**src/sv/stereo_source_gain_pan_defines.svh**
```systemverilog
// ----------------------------------------------------------------------------
// Stereo source gain/pan assertion macros
// Concurrent assertion helpers for stereo_source_gain_pan; empty for synthesis.
// ----------------------------------------------------------------------------
`ifndef STEREO_SOURCE_GAIN_PAN_DEFINES_SVH
`define STEREO_SOURCE_GAIN_PAN_DEFINES_SVH

`ifndef SYNTHESIS
// same-cycle implication, clocked on clk, off during reset
`define SSGP_ASSERT_IMPL(label, ante, cons) \
    label: assert property (@(posedge clk) disable iff (!rst_n) (ante) |-> (cons)) \
        else $error("ssgp: assertion failed");
// next-cycle implication, clocked on clk, off during reset
`define SSGP_ASSERT_NEXT(label, ante, cons) \
    label: assert property (@(posedge clk) disable iff (!rst_n) (ante) |=> (cons)) \
        else $error("ssgp: assertion failed");
`else
`define SSGP_ASSERT_IMPL(label, ante, cons)
`define SSGP_ASSERT_NEXT(label, ante, cons)
`endif

`endif

```
**src/sv/ssgp_div.sv**
```systemverilog
// ----------------------------------------------------------------------------
// ssgp_div
// Pipelined restoring divider: overflow check, then one quotient bit a stage.
// ----------------------------------------------------------------------------
`default_nettype none

module ssgp_div #(
    parameter int NUM_W = 59,
    parameter int DEN_W = 48,
    parameter int Q_W   = 17
) (
    input  logic             clk,
    input  logic             en,
    input  logic [NUM_W-1:0] num,
    input  logic [DEN_W-1:0] den,
    output logic [Q_W-1:0]   quo,
    output logic             ovf
);
    localparam int CW = ((NUM_W > DEN_W + Q_W) ? NUM_W : DEN_W + Q_W) + 1;

    logic [CW-1:0]    rem_reg [0:Q_W-1];
    logic [DEN_W-1:0] den_reg [0:Q_W-1];
    logic [Q_W-1:0]   q_reg   [1:Q_W];
    logic             ovf_reg [0:Q_W];

    // entry stage: flag quotients that do not fit in Q_W bits
    always_ff @(posedge clk)
    begin
        if (en)
        begin
            rem_reg[0] <= CW'(num);
            den_reg[0] <= den;
            ovf_reg[0] <= (CW'(num) >= (CW'(den) << Q_W));
        end
    end

    genvar j;
    generate
        for (j = 1; j <= Q_W; j++)
        begin : g_bit
            logic [CW-1:0] shifted;
            logic          ge;

            assign shifted = CW'(den_reg[j-1]) << (Q_W - j);
            assign ge      = (rem_reg[j-1] >= shifted);

            always_ff @(posedge clk)
            begin
                if (en)
                begin
                    ovf_reg[j] <= ovf_reg[j-1];
                end
            end

            if (j == 1)
            begin : g_first
                always_ff @(posedge clk)
                begin
                    if (en)
                    begin
                        q_reg[j] <= Q_W'(ge);
                    end
                end
            end
            else
            begin : g_later
                always_ff @(posedge clk)
                begin
                    if (en)
                    begin
                        q_reg[j] <= {q_reg[j-1][Q_W-2:0], ge};
                    end
                end
            end

            if (j < Q_W)
            begin : g_carry
                always_ff @(posedge clk)
                begin
                    if (en)
                    begin
                        rem_reg[j] <= ge ? (rem_reg[j-1] - shifted) : rem_reg[j-1];
                        den_reg[j] <= den_reg[j-1];
                    end
                end
            end
        end
    endgenerate

    assign quo = q_reg[Q_W];
    assign ovf = ovf_reg[Q_W];

endmodule

`default_nettype wire

```
**config.mk**
```make
export PLATFORM = sky130hd
export DESIGN_NAME = ssgp_div
export DESIGN_NICKNAME = d
export VERILOG_FILES = /design/src/sv/stereo_source_gain_pan_defines.svh /design/src/sv/ssgp_div.sv
export SDC_FILE = /design/constraint.sdc
export NUM_CORES = 2
export LEC_CHECK = 0
export BUFFER_PORTS_ARGS = -buffer_cell sky130_fd_sc_hd__buf_2
export CAP_MARGIN = 25
export CELL_PAD_IN_SITES_DETAIL_PLACEMENT = 1
export CELL_PAD_IN_SITES_GLOBAL_PLACEMENT = 2
export CORE_MARGIN = 4
export CORE_UTILIZATION = 43
export DETAILED_ROUTE_END_ITERATION = 10
export PLACE_DENSITY = 0.8
export SKIP_CTS_REPAIR_TIMING = 1
export SKIP_LAST_GASP = 1
export SYNTH_ARGS = -nofsm -noshare
export SYNTH_HDL_FRONTEND = slang
export SYNTH_SLANG_ARGS = --single-unit
```
**constraint.sdc**
```tcl
create_clock -name clk -period 4.9 [get_ports clk]
set_input_delay 0.735 -clock clk [delete_from_list [all_inputs] [get_ports clk]]
set_output_delay 0.735 -clock clk [all_outputs]
set_load 0.01 [all_outputs]
```
Yosys cells after proc, flatten, opt, wreduce, memory -nomap -nowiden
Memory sizes are Yosys's and may differ from the RTL's.
Index checks and enable logic that the tools add are counted.
- memories kept: 4
- output and inout port bits: 18
- flip-flop bits (word level): 0
- bits in writable memories: 2245
- memories (memory ; depth ; width ; rd ports ; clocked after Yosys merged registers in ; write ports ; RTL line ; RTL):
    rem_reg ; 17 ; 66 ; 17 ; 0 ; 17 ; ssgp_div.sv:21 ; logic [CW-1:0] rem_reg [0:Q_W-1];
    den_reg ; 17 ; 48 ; 17 ; 0 ; 17 ; ssgp_div.sv:22 ; logic [DEN_W-1:0] den_reg [0:Q_W-1];
    q_reg ; 17 ; 17 ; 17 ; 0 ; 17 ; ssgp_div.sv:23 ; logic [Q_W-1:0] q_reg [1:Q_W];
    ovf_reg ; 18 ; 1 ; 18 ; 0 ; 18 ; ssgp_div.sv:24 ; logic ovf_reg [0:Q_W];
- mux-type cells: 18
- magnitude comparators: 18
- add/subtract/negate cells: 16
- operator list (cell ; number):
    $mux W66 ; 16
    $ge A66 B48 Y1 ; 1
    $ge A66 B49 Y1 ; 1
    $ge A66 B50 Y1 ; 1
    $ge A66 B51 Y1 ; 1
    $ge A66 B52 Y1 ; 1
    $ge A66 B53 Y1 ; 1
    $ge A66 B54 Y1 ; 1
    $ge A66 B55 Y1 ; 1
    $ge A66 B56 Y1 ; 1
    $ge A66 B57 Y1 ; 1
    $ge A66 B58 Y1 ; 1
    $ge A66 B59 Y1 ; 1
    $ge A66 B60 Y1 ; 1
    $ge A66 B61 Y1 ; 1
    $ge A66 B62 Y1 ; 1
    $ge A66 B63 Y1 ; 1
    $ge A66 B64 Y1 ; 1
    $sub A66 B49 Y66 ; 1
    $sub A66 B50 Y66 ; 1
    $sub A66 B51 Y66 ; 1
    $sub A66 B52 Y66 ; 1
    $sub A66 B53 Y66 ; 1
    $sub A66 B54 Y66 ; 1
    other kinds (12) ; 13

Depth between registers and ports, before layout
An unclocked memory read counts as a cell.
- depth after elaboration: 3
- gate-level depth with buffers: 17
- mapped depth without buffers: 16

Worst setup path before layout
Ideal clock, no wire load.
- path type: reg-to-reg
- from: memory den_reg[12][0] (netlist: den_reg[1][192])
- to: memory rem_reg[13][65] in the netlist's numbering (data pin)
- arrival: 3278 ps
- period minus slack after synthesis: 3546 ps
- stages on the path, launching flop included: 15
- slack: 1354 ps
- data required time: 4633 ps
- cells stage by stage: edfxtp_1 > ha_1 > fa_1 > nand2b_1 > a21oi_1 > o41ai_2 > a21oi_1 > o31a_1 > a31oi_1 > o21ai_1 > a21oi_1 > buf_2 > or4_1 > nor4_2 > xor2_1
- RTL lines (element ; RTL line):
    start: declaration ; ssgp_div.sv:22
    end: declaration ; ssgp_div.sv:21

==> summary.txt <==
Logic synthesis
  – Post-synthesis sequential area ratio: around half
  – Synth area leader: edfxtp_1
  – Post-synthesis area per instance: about 10 µm²
  – Syn nets: roughly 13000
  – Top post-synthesis cells by area: edfxtp_1 (51%), ha_1 (8.7%), a21oi_1 (4.3%)
  – #FFs+latches synth: 2102
  – Yosys cell types: slightly below 100
  – Primary FF master, synth: edfxtp_1
  – Async SR Flop Fraction: 0%
  – Mapped Cells: 11760
  – Cell Area, Synth: 123000 µm²
  – Post-synth top area share: 51.3%
  – Warnings from Yosys: 0
  – Post-synth EDFFs: 2102

STA
  – Clock period minus worst slack: 4570 ps
  – Fin. Hold Viols: 0
  – RSZ-0062 raised after global routing: no
  – Slew headroom: ~27%
  – Final setup TNS: 0 ps
  – Worst Skew: 50.7 ps
  – Worst-Margin Slew: 1090 ps
  – Final setup viols: 0
  – Fin. max-slew vios: 0
  – Max frequency: around 0.22 GHz
  – Final period utilization: 93.2%

Die
  – Core ar.: 285000 µm²
  – Die Y: between 500 and 600 µm
  – Starting Density: a little over two fifths
  – DIE WIDTH: 543 µm
  – I/O pin cnt: 127
  – Rows: 196
  – Die area: 295000 µm²

Pwr
  – Pint: around 0.05 W
  – Sequential Power Share: 35.0%
  – NetSw: just over 0.03 W
  – Pwr/cell area: 581 nW/µm²
  – Leak pwr: 55.2 nW
  – Comb pwr share: 42.7%
  – Switching part of the total: a little under two fifths
  – Part of the power in the clock network: around 22%
  – Maximum vdd ir drop: 408 µV

Clock network
  – Clk sinks: 2102
  – CTS tree: yes
  – Num CTS Buffers: around 240
  – H-tree Lvls: 4
  – Clk buf depth: 4
  – Root Buffer: clkbuf_16
  – Clock transition at the registers of the reported paths: about 60 ps
  – Latest clock arrival within the worst-skew pair: 910 ps

GRT
  – Grt total ovfl: 0
  – Largest net degree at the start of global routing: ~150
  – Vias in the first global route: 96457
  – Total global routing track utilization: 23.2%
  – Initial antenna violation count: 3
  – Global-route wire length before repair: 538000 µm

Routing
  – Via count: 88556
  – DRT Pass-1 Iters: 5
  – WL final: 346000 µm
  – DR WL/cell: 21.5 µm
  – Residual DRC: 0
  – Final ANT Viol Nets: 0
  – Initial DRC Count: 3767
  – Vias per Instance: 5.52

Final layout
  – Layout cell share with drive strength beyond 1: under 10%
  – Fin nets: 13066
  – Fill cell count: 30794
  – Commonest non-fill, non-tap cell in the layout: edfxtp_1
  – Most frequent cells in the layout: edfxtp_1 (2102), nand2_1 (1145), inv_1 (1069)
  – Area growth, synth to finish: 12.5%
  – Layout Utilization: approximately half
  – Flip-flop count of the largest register after layout: 1115

Worst setup path
  – WP data arrival: 5260 ps
  – Data required time at the worst endpoint: 5600 ps
  – Critical Path Source: den_reg[0][96]$_DFFE_PP_
  – Crit path max fanout: 73
  – Register-to-register setup slack: 330 ps
  – Crit end category: flip-flop
  – R2r startpoint: den_reg[0][96]$_DFFE_PP_
  – Startpoint Class: flip-flop
  – WS Path Type: flip-flop to flip-flop

Hold path
  – Type of the worst min-delay path: input pin to flip-flop
  – HP Start: num[57]

Placement
  – Gpl congestion: roughly 0.95
  – Port bufs: 126
  – Post-DP HPWL: around 280000 µm

Run
  – Max Cap Viol: 0

Run status
  – Outcome: completed
cell families after synthesis:
group,count (synthesis),share of synthesized area (%)
flops,2102,51.3
simple gates,2993,11.5
fa+ha+maj,869,8.94
buf+inv,1513,4.71
xor+xnor,831,5.92
mux,102,0.930
compound gates,3350,16.7
layout make-up:
type | instances | area, µm² | share of cell area, %
Timing Repair Buffer | 522 | 4350 | 3.15
Antenna cell | 6 | 15.0 | 0.0109
Inverter | 1073 | 4030 | 2.91
Sequential cell | 2102 | 63100 | 45.6
Clock buffer | 286 | 6390 | 4.62
Multi-Input combinational cell | 8145 | 54200 | 39.2
Clock inverter | 158 | 1510 | 1.09
Tap cell | 3762 | 4710 | 3.40
through the flow:
| step | power (W) | area (µm²) | hold slack (ps) | instances | setup slack, ps |
|---|---|---|---|---|---|
| after floorplan | 0.0516 | 123000 | 400 | 11760 | 1350 |
| after global placement | 0.0618 | 129000 | 400 | 15500 | 264 |
| after detailed placement | 0.0625 | 129000 | 405 | 15500 | 249 |
| after CTS | 0.0810 | 137000 | -93.1 | 15944 | 233 |
| after global routing | 0.0860 | 138000 | 0.267 | 16053 | 173 |
| final | 0.0804 | 138000 | 70.9 | 16054 | 334 |
Yosys cell counts (252+ instances only):
library cell,instances
ha_1,853
nand4_1,252
edfxtp_1,2102
xnor2_1,427
nor2_1,651
inv_1,1069
a21oi_1,1051
nand2_1,1147
clkbuf_1,348
xor2_1,404
a21o_1,482
o21ai_0,955
routing by layer:
metal  global-route usage, %  vias up  wire length (µm)
li1                        -    43565                 -
met4                    15.9        0             28800
met5                       0        -                 0
met1                    22.2    42774            121000
met2                    45.8     1376            188000
met3                    2.33      841              7960
worst max-delay path: stages, from the launching register on:
cell and delay [ps]:
edfxtp_1 430, ha_1 270, fa_1 420, nand2b_1 180, a211oi_1 350, o21bai_1 190
a21oi_1 290, nor2_1 170, o31ai_2 540, a31o_2 360, a41oi_1 140, o21a_2 310
buf_12 190, o41ai_1 420
power by group through the flow:
stage,Sequential [W],Combinational [W],Clock [W]
after floorplan,0.0273,0.0244,0
after global placement,0.0284,0.0334,0
after detailed placement,0.0285,0.0341,0
after CTS,0.0281,0.0342,0.0186
after global routing,0.0286,0.0380,0.0194
final,0.0281,0.0343,0.0180
final timing paths:
kind / endpoint / depth (start not counted)
worst max register to register: rem_reg[3][26]$_DFFE_PP_ / 13
worst max-delay path: rem_reg[3][26]$_DFFE_PP_ / 13
worst min-delay path: rem_reg[0][57]$_DFFE_PP_ / 1
worst min register to register: q_reg[11][10]$_DFFE_PP_ / 0
Power figures use the tool's default switching activity.
