## src/sv/stereo_source_gain_pan_defines.svh

```systemverilog
// ----------------------------------------------------------------------------
// Stereo source gain/pan assertion macros
// Concurrent assertion helpers for stereo_source_gain_pan; empty for synthesis.
// ----------------------------------------------------------------------------
`ifndef STEREO_SOURCE_GAIN_PAN_DEFINES_SVH
`define STEREO_SOURCE_GAIN_PAN_DEFINES_SVH

`ifndef SYNTHESIS
// same-cycle implication, clocked on clk, off during reset
`define SSGP_ASSERT_IMPL(label, ante, cons) \
    label: assert property (@(posedge clk) disable iff (!rst_n) (ante) |-> (cons)) \
        else $error("ssgp: assertion failed");
// next-cycle implication, clocked on clk, off during reset
`define SSGP_ASSERT_NEXT(label, ante, cons) \
    label: assert property (@(posedge clk) disable iff (!rst_n) (ante) |=> (cons)) \
        else $error("ssgp: assertion failed");
`else
`define SSGP_ASSERT_IMPL(label, ante, cons)
`define SSGP_ASSERT_NEXT(label, ante, cons)
`endif

`endif

```

## src/sv/ssgp_pkg.sv

```systemverilog
// ----------------------------------------------------------------------------
// ssgp_pkg
// Constants and types shared by the stereo source gain/pan pipeline.
// ----------------------------------------------------------------------------
`default_nettype none

package ssgp_pkg;

    // configuration register
    localparam int MD_W = 23;
    localparam logic [MD_W-1:0] MAX_DIST_RESET = 23'd12800;

    // output field width
    localparam int OUT_W = 16;

    // quarter-sine polynomial coefficients, Q.30
    localparam logic [30:0] Q30_HALF_PI = 31'd1686629713;
    localparam logic [29:0] Q30_B_COEF  = 30'd688904866;
    localparam logic [26:0] Q30_C_COEF  = 27'd76016977;

    // range-reduced deltas and the range shift count
    localparam int SHIFT_W = 4;
    localparam int DELTA_W = 26;

    // square root: radicand and root widths
    localparam int RAD_W  = 64;
    localparam int ROOT_W = 32;

    // divider quotient bits
    localparam int DIV_Q_W = 17;

    // data that rides alongside the square root stages
    typedef struct packed {
        logic                      zero;
        logic [SHIFT_W-1:0]        sh;
        logic signed [DELTA_W-1:0] sdx;
        logic signed [DELTA_W-1:0] sdy;
        logic signed [31:0]        c;
        logic signed [31:0]        s;
    } side_t;

    // data that rides alongside the divider stages
    typedef struct packed {
        logic zero;
        logic negf;
        logic negr;
    } dside_t;

endpackage

`default_nettype wire

```

## src/sv/ssgp_sqrt.sv

```systemverilog
// ----------------------------------------------------------------------------
// ssgp_sqrt
// Pipelined integer square root, one root bit per stage.
// ----------------------------------------------------------------------------
`default_nettype none

module ssgp_sqrt (
    input  logic                        clk,
    input  logic                        en,
    input  logic [ssgp_pkg::RAD_W-1:0]  rad,
    output logic [ssgp_pkg::ROOT_W-1:0] root
);
    import ssgp_pkg::*;

    localparam int REM_W = ROOT_W + 2;

    logic [RAD_W-1:0]  rad_reg [0:ROOT_W-2];
    logic [REM_W-1:0]  rem_reg [0:ROOT_W-2];
    logic [ROOT_W-1:0] q_reg   [0:ROOT_W-1];

    genvar k;
    generate
        for (k = 0; k < ROOT_W; k++)
        begin : g_step
            logic [RAD_W-1:0]  rad_in;
            logic [REM_W-1:0]  rem_in;
            logic [ROOT_W-1:0] q_in;
            logic [REM_W+1:0]  cur;
            logic [REM_W+1:0]  trial;
            logic              take;

            if (k == 0)
            begin : g_first
                assign rad_in = rad;
                assign rem_in = '0;
                assign q_in   = '0;
            end
            else
            begin : g_later
                assign rad_in = rad_reg[k-1];
                assign rem_in = rem_reg[k-1];
                assign q_in   = q_reg[k-1];
            end

            // bring down two radicand bits, try root*4+1
            assign cur   = {rem_in, rad_in[RAD_W-1 -: 2]};
            assign trial = (REM_W+2)'({q_in, 2'b01});
            assign take  = (cur >= trial);

            always_ff @(posedge clk)
            begin
                if (en)
                begin
                    q_reg[k] <= {q_in[ROOT_W-2:0], take};
                end
            end

            if (k < ROOT_W-1)
            begin : g_carry
                always_ff @(posedge clk)
                begin
                    if (en)
                    begin
                        rad_reg[k] <= rad_in << 2;
                        rem_reg[k] <= take ? REM_W'(cur - trial) : REM_W'(cur);
                    end
                end
            end
        end
    endgenerate

    assign root = q_reg[ROOT_W-1];

endmodule

`default_nettype wire

```

## config.mk

```make
export PLATFORM = sky130hd
export DESIGN_NAME = ssgp_sqrt
export DESIGN_NICKNAME = d
export VERILOG_FILES = /design/src/sv/stereo_source_gain_pan_defines.svh /design/src/sv/ssgp_pkg.sv /design/src/sv/ssgp_sqrt.sv
export SDC_FILE = /design/constraint.sdc
export NUM_CORES = 2
export LEC_CHECK = 0
export BUFFER_PORTS_ARGS = -buffer_cell sky130_fd_sc_hd__buf_2
export CORE_MARGIN = 2
export CORE_UTILIZATION = 25
export DETAILED_ROUTE_END_ITERATION = 8
export HOLD_SLACK_MARGIN = 0.05
export PLACE_DENSITY = 0.49
export SLEW_MARGIN = 0
export SYNTH_ARGS = -nofsm -noshare
export SYNTH_HDL_FRONTEND = slang
export SYNTH_SLANG_ARGS = --single-unit
```

## constraint.sdc

```tcl
create_clock -name clk -period 5.95 [get_ports clk]
set_clock_uncertainty 0.15 [all_clocks]
set_input_delay 0.595 -clock clk [delete_from_list [all_inputs] [get_ports clk]]
set_output_delay 0.595 -clock clk [all_outputs]
set_load 0.01 [all_outputs]
```

* Word level (Yosys, flattened, before mapping)
Memories as Yosys holds them, arrays and structs flattened. Cells that the tools add are included.
Word-level totals: register bits after elaboration 0, bits in writable memories 4000, bits of input ports 66, output and inout port bits 32, word-level logic and storage cells 99, memories 3
Memories:
- rad_reg | words 31, width 62, read ports 31, clocked after Yosys merged registers in 0, wr ports 31, RTL line ssgp_sqrt.sv:17 | logic [RAD_W-1:0] rad_reg [0:ROOT_W-2];
- rem_reg | words 31, width 34, read ports 31, clocked after Yosys merged registers in 0, wr ports 31, RTL line ssgp_sqrt.sv:18 | logic [REM_W-1:0] rem_reg [0:ROOT_W-2];
- q_reg | words 32, width 32, read ports 32, clocked after Yosys merged registers in 0, wr ports 32, RTL line ssgp_sqrt.sv:19 | logic [ROOT_W-1:0] q_reg [0:ROOT_W-1];
Cells by class: $add $sub $neg 31, order comparisons 32, muxes and demuxes 33
Operators by type and width (number):
- $ge 36x34->1 | 31
- $mux 34 | 31
- $sub 34x34->34 | 30
- $sub 2x1->3 const B | 1
- $ge 2x1->1 const B | 1
- $mux 1 | 2

* Longest topological paths before layout
An unclocked memory read counts as a cell.
depth in word-level cells 3, gate-level depth with buffers 14, depth with buffers taken out 14

* Worst setup path after synthesis
OpenSTA, ideal clock, no wires.
kind reg2reg, start point mem rem_reg[1][68] in the netlist's numbering, end point mem rem_reg[1][131] in the netlist's numbering (data pin), setup time 266 ps, arrival 3101 ps, required time 5534 ps, slack 2433 ps, cell stages (with the launch flop) 12, buffers on the path 1, clock period less this slack 3517 ps, cell sequence edfxtp_1 -> ha_1 -> nor2b_1 -> o31a_1 -> o31a_1 -> a221o_1 -> a211o_1 -> nor3b_1 -> or2_2 -> clkbuf_1 -> nor3_1 -> xor2_1
RTL lines (RTL line):
- from (decl) | ssgp_sqrt.sv:18

==> impl_metrics.csv <==
group,metric,value,unit
status,outcome,"finished, final reports clean",
pwr,pwr-share-clk,0.358,
synthesis,yosysTopAreaCellShare,0.645,
grt,antenna_found_initial,5,
synthesis,synth_cell_type_count,96,
cts,cts_buffer_depth,4,
worst_setup_path,path_max_fanout,17,
sta,tightestPinTransition,1.10,ns
synthesis,synth_top_family_by_area,"simple AND/OR/NAND/NOR gates",
cts,clk_latency,0.94,ns
synthesis,synth-simple-area-share,0.100,
place,port_buffers,97,
synthesis,synthMuxAreaShare,0.00566,
synthesis,synth_nets,9728,
drt,routed_wl,247000,microns
cts,cts-root-buf,"clkbuf_16",
synthesis,synth-xor-area-share,0.0626,
grt,gr-total-overflow,0,
drt,drtIter0Drc,4055,
drt,drt_pre_antenna_iters,5,
synthesis,synth_flop_cell,"edfxtp_1",
cts,cts_buffers,311,
sta,rsz0062_at_grt,"false",
run,cap_violations,0,
synthesis,ys_ff_latch,2523,
drt,drc_errors,0,
place,postPlaceCellArea,126000,sq um
cts,post_cts_resized,0,
pwr,p_switching,14.7,mW
sta,max_slew_margin,0.262,
drt,vias,69000,
place,hpwl,176000,microns
sta,drv_slew,0,
place,place_congestion,0.868,
pwr,power_frac_seq,0.458,
drt,postRouteAntennaNets,0,
cts,cts_tree,"done",
sta,finalSetupViolCount,0,
synthesis,synthAdderAreaFrac,0.0599,
grt,grt_pass1_vias,69500,
floorplan,die_x,689,microns
cts,clock_sinks,2523,
pwr,p_int,37.5,mW
floorplan,die_area,475000,sq um
synthesis,async_reset_ff_frac,0,
synthesis,synth_top_area_cell,"edfxtp_1",
synthesis,synthCells,9100,
pwr,pwr_density_cell,382,nW/um^2
worst_setup_path,critPathArrivalTime,5.07,ns
sta,whs,0.218,ns
sta,layout_min_cycle_time,4.54,ns
sta,min_period_over_period,0.762,
cts,cts_hold_buf,66,
drt,avgRoutedWirePerCell,15.5,microns
synthesis,netlist_area,117000,sq um
floorplan,die_h,689,microns
worst_hold_path,min-delay-path-class,"in -> reg",
floorplan,start_util,0.251,
cts,htreeDepth,5,
synthesis,synth_area_leaders,"edfxtp_1, ha_1, xor2_1",
pwr,swShare,0.281,
synthesis,synth_edf_count,2523,
cells_and_area,fin_area,137000,sq um
grt,grt_util_all_layers,0.101,
cts,clk_pin_slew,0.06,ns
floorplan,ios,98,
grt,grt_pass1_wl,387000,microns
synthesis,seq_area_frac_synth,0.645,
pwr,p_total,52.2,mW
sta,finalHoldViolCount,0,
drt,viasPerCell,4.33,
worst_setup_path,worst_setup_path_start_kind,"flip-flop",
cts,cts_setup_buffers,0,
synthesis,synth_compound_area_frac,0.0978,
sta,setup-tns-final,0,ns
floorplan,coreArea,468000,sq um
synthesis,synthTopCellsByCount,"edfxtp_1, nand2_1, inv_1, o21ai_0, ha_1",
cells_and_area,syn2layout_area_growth,16.3,%
pwr,peakVddDrop,0.000258,V
synthesis,avgSynthCellArea,12.9,sq um
synthesis,yosysMostFrequentCell,"edfxtp_1",
synthesis,ys_warn_count,0,
sta,max_freq,221,MHz
cells_and_area,nets,10100,
pwr,p_comb_frac,0.184,
grt,grt_max_degree,168,
worst_setup_path,critPathRequiredTime,6.49,ns
floorplan,row_count,251,
pwr,leakage,50.4,nW
cells_and_area,drive_above_1_share,0.0789,
worst_setup_path,end_kind,"flip-flop",
cells_and_area,largest_reg_flops,1003,
worst_setup_path,path_class,"reg -> reg",
==> layout by cell type, fill, tap and decap left out, types with 44 or more instances in the layout <==
cell / count
ha_1: 562
nand2b_1: 120
a211oi_1: 47
o21ai_0: 568
a21oi_1: 502
o21bai_1: 44
o31ai_1: 63
xnor2_1: 393
mux2_2: 47
nand3_1: 137
o21a_1: 94
clkbuf_1: 48
dlygate4sd3_1: 66
nor4_1: 127
or3_1: 93
buf_4: 69
and3_1: 50
edfxtp_1: 2523
nor3_1: 225
xor2_1: 446
a31oi_1: 56
nand4_1: 81
clkbuf_16: 314
nor2b_1: 84
or4_1: 65
clkinv_1: 73
nor2_1: 468
buf_2: 96
a21o_1: 207
clkinv_2: 45
inv_1: 704
nand2_1: 715
==> power by group through the flow <==
stage               logic [mW]  clock network (mW)  registers [mW]
floorplan                 7.20                   0            23.6
global placement          9.54                   0            24.3
detailed placement        9.58                   0            24.2
CTS                       9.66                19.5            23.9
global route              10.8                20.2            24.1
finish                    9.61                18.7            23.9
==> final cells by class <==
class	count	area, sq um
Antenna cell	7	17.5
Clock buffer	362	8040
Clock inverter	194	2000
Fill cell	47400	331000
Inverter	710	2670
Multi-Input combinational cell	5689	38400
Sequential cell	2523	75800
Tap cell	6198	7750
Timing Repair Buffer	249	2020
==> cells by family after synthesis <==
group / count (synthesis)
DFF: 2523
and+or+nand+nor: 2366
AOI/OAI and AO/OA: 1861
buffers and inverters: 888
xor gates and xnor gates: 839
adders and majority gates: 562
muxes: 60
other: 1
==> metrics by stage <==
| stage | std cells | util | setup WS [ns] |
|---|---|---|---|
| 2_1_floorplan | 9100 | - | 2.43 |
| 3_3_place_gp | 15300 | 0.269 | 1.48 |
| 3_5_place_dp | 15300 | 0.269 | 1.48 |
| 4_1_cts | 15900 | 0.292 | 1.45 |
| 5_1_grt | 15900 | 0.292 | 1.14 |
| 6_report | 15900 | 0.292 | 1.41 |
==> worst paths after layout <==
path / start / end / slack [ns] / cells past startpoint
setup reg to reg: rem_reg[0][212] / rem_reg[0][246] / 1.41 / 8
hold / removal: rad[22] / rad_reg[0][22] / 0.22 / 2
hold reg to reg: rad_reg[1][244] / rad_reg[1][308] / 0.23 / 0
setup / recovery: rem_reg[0][212] / rem_reg[0][246] / 1.41 / 8
==> critical path, stage by stage, from the launching register on <==
cell	delay, ns
edfxtp_1	0.46
or4_1	0.60
nor4b_1	0.41
or4b_1	0.56
nor3_1	0.25
and3_1	0.24
o21a_2	0.39
nor2b_1	0.80
mux2_2	0.41
==> layer usage <==
layer	GRT usage	vias up	part of all wire
li1	-	34600	-
met1	0.120	32600	0.42
met2	0.177	1243	0.49
met3	0.0182	549	0.043
met4	0.0469	0	0.049
met5	0	-	0
(Power assumes the default switching activity.)
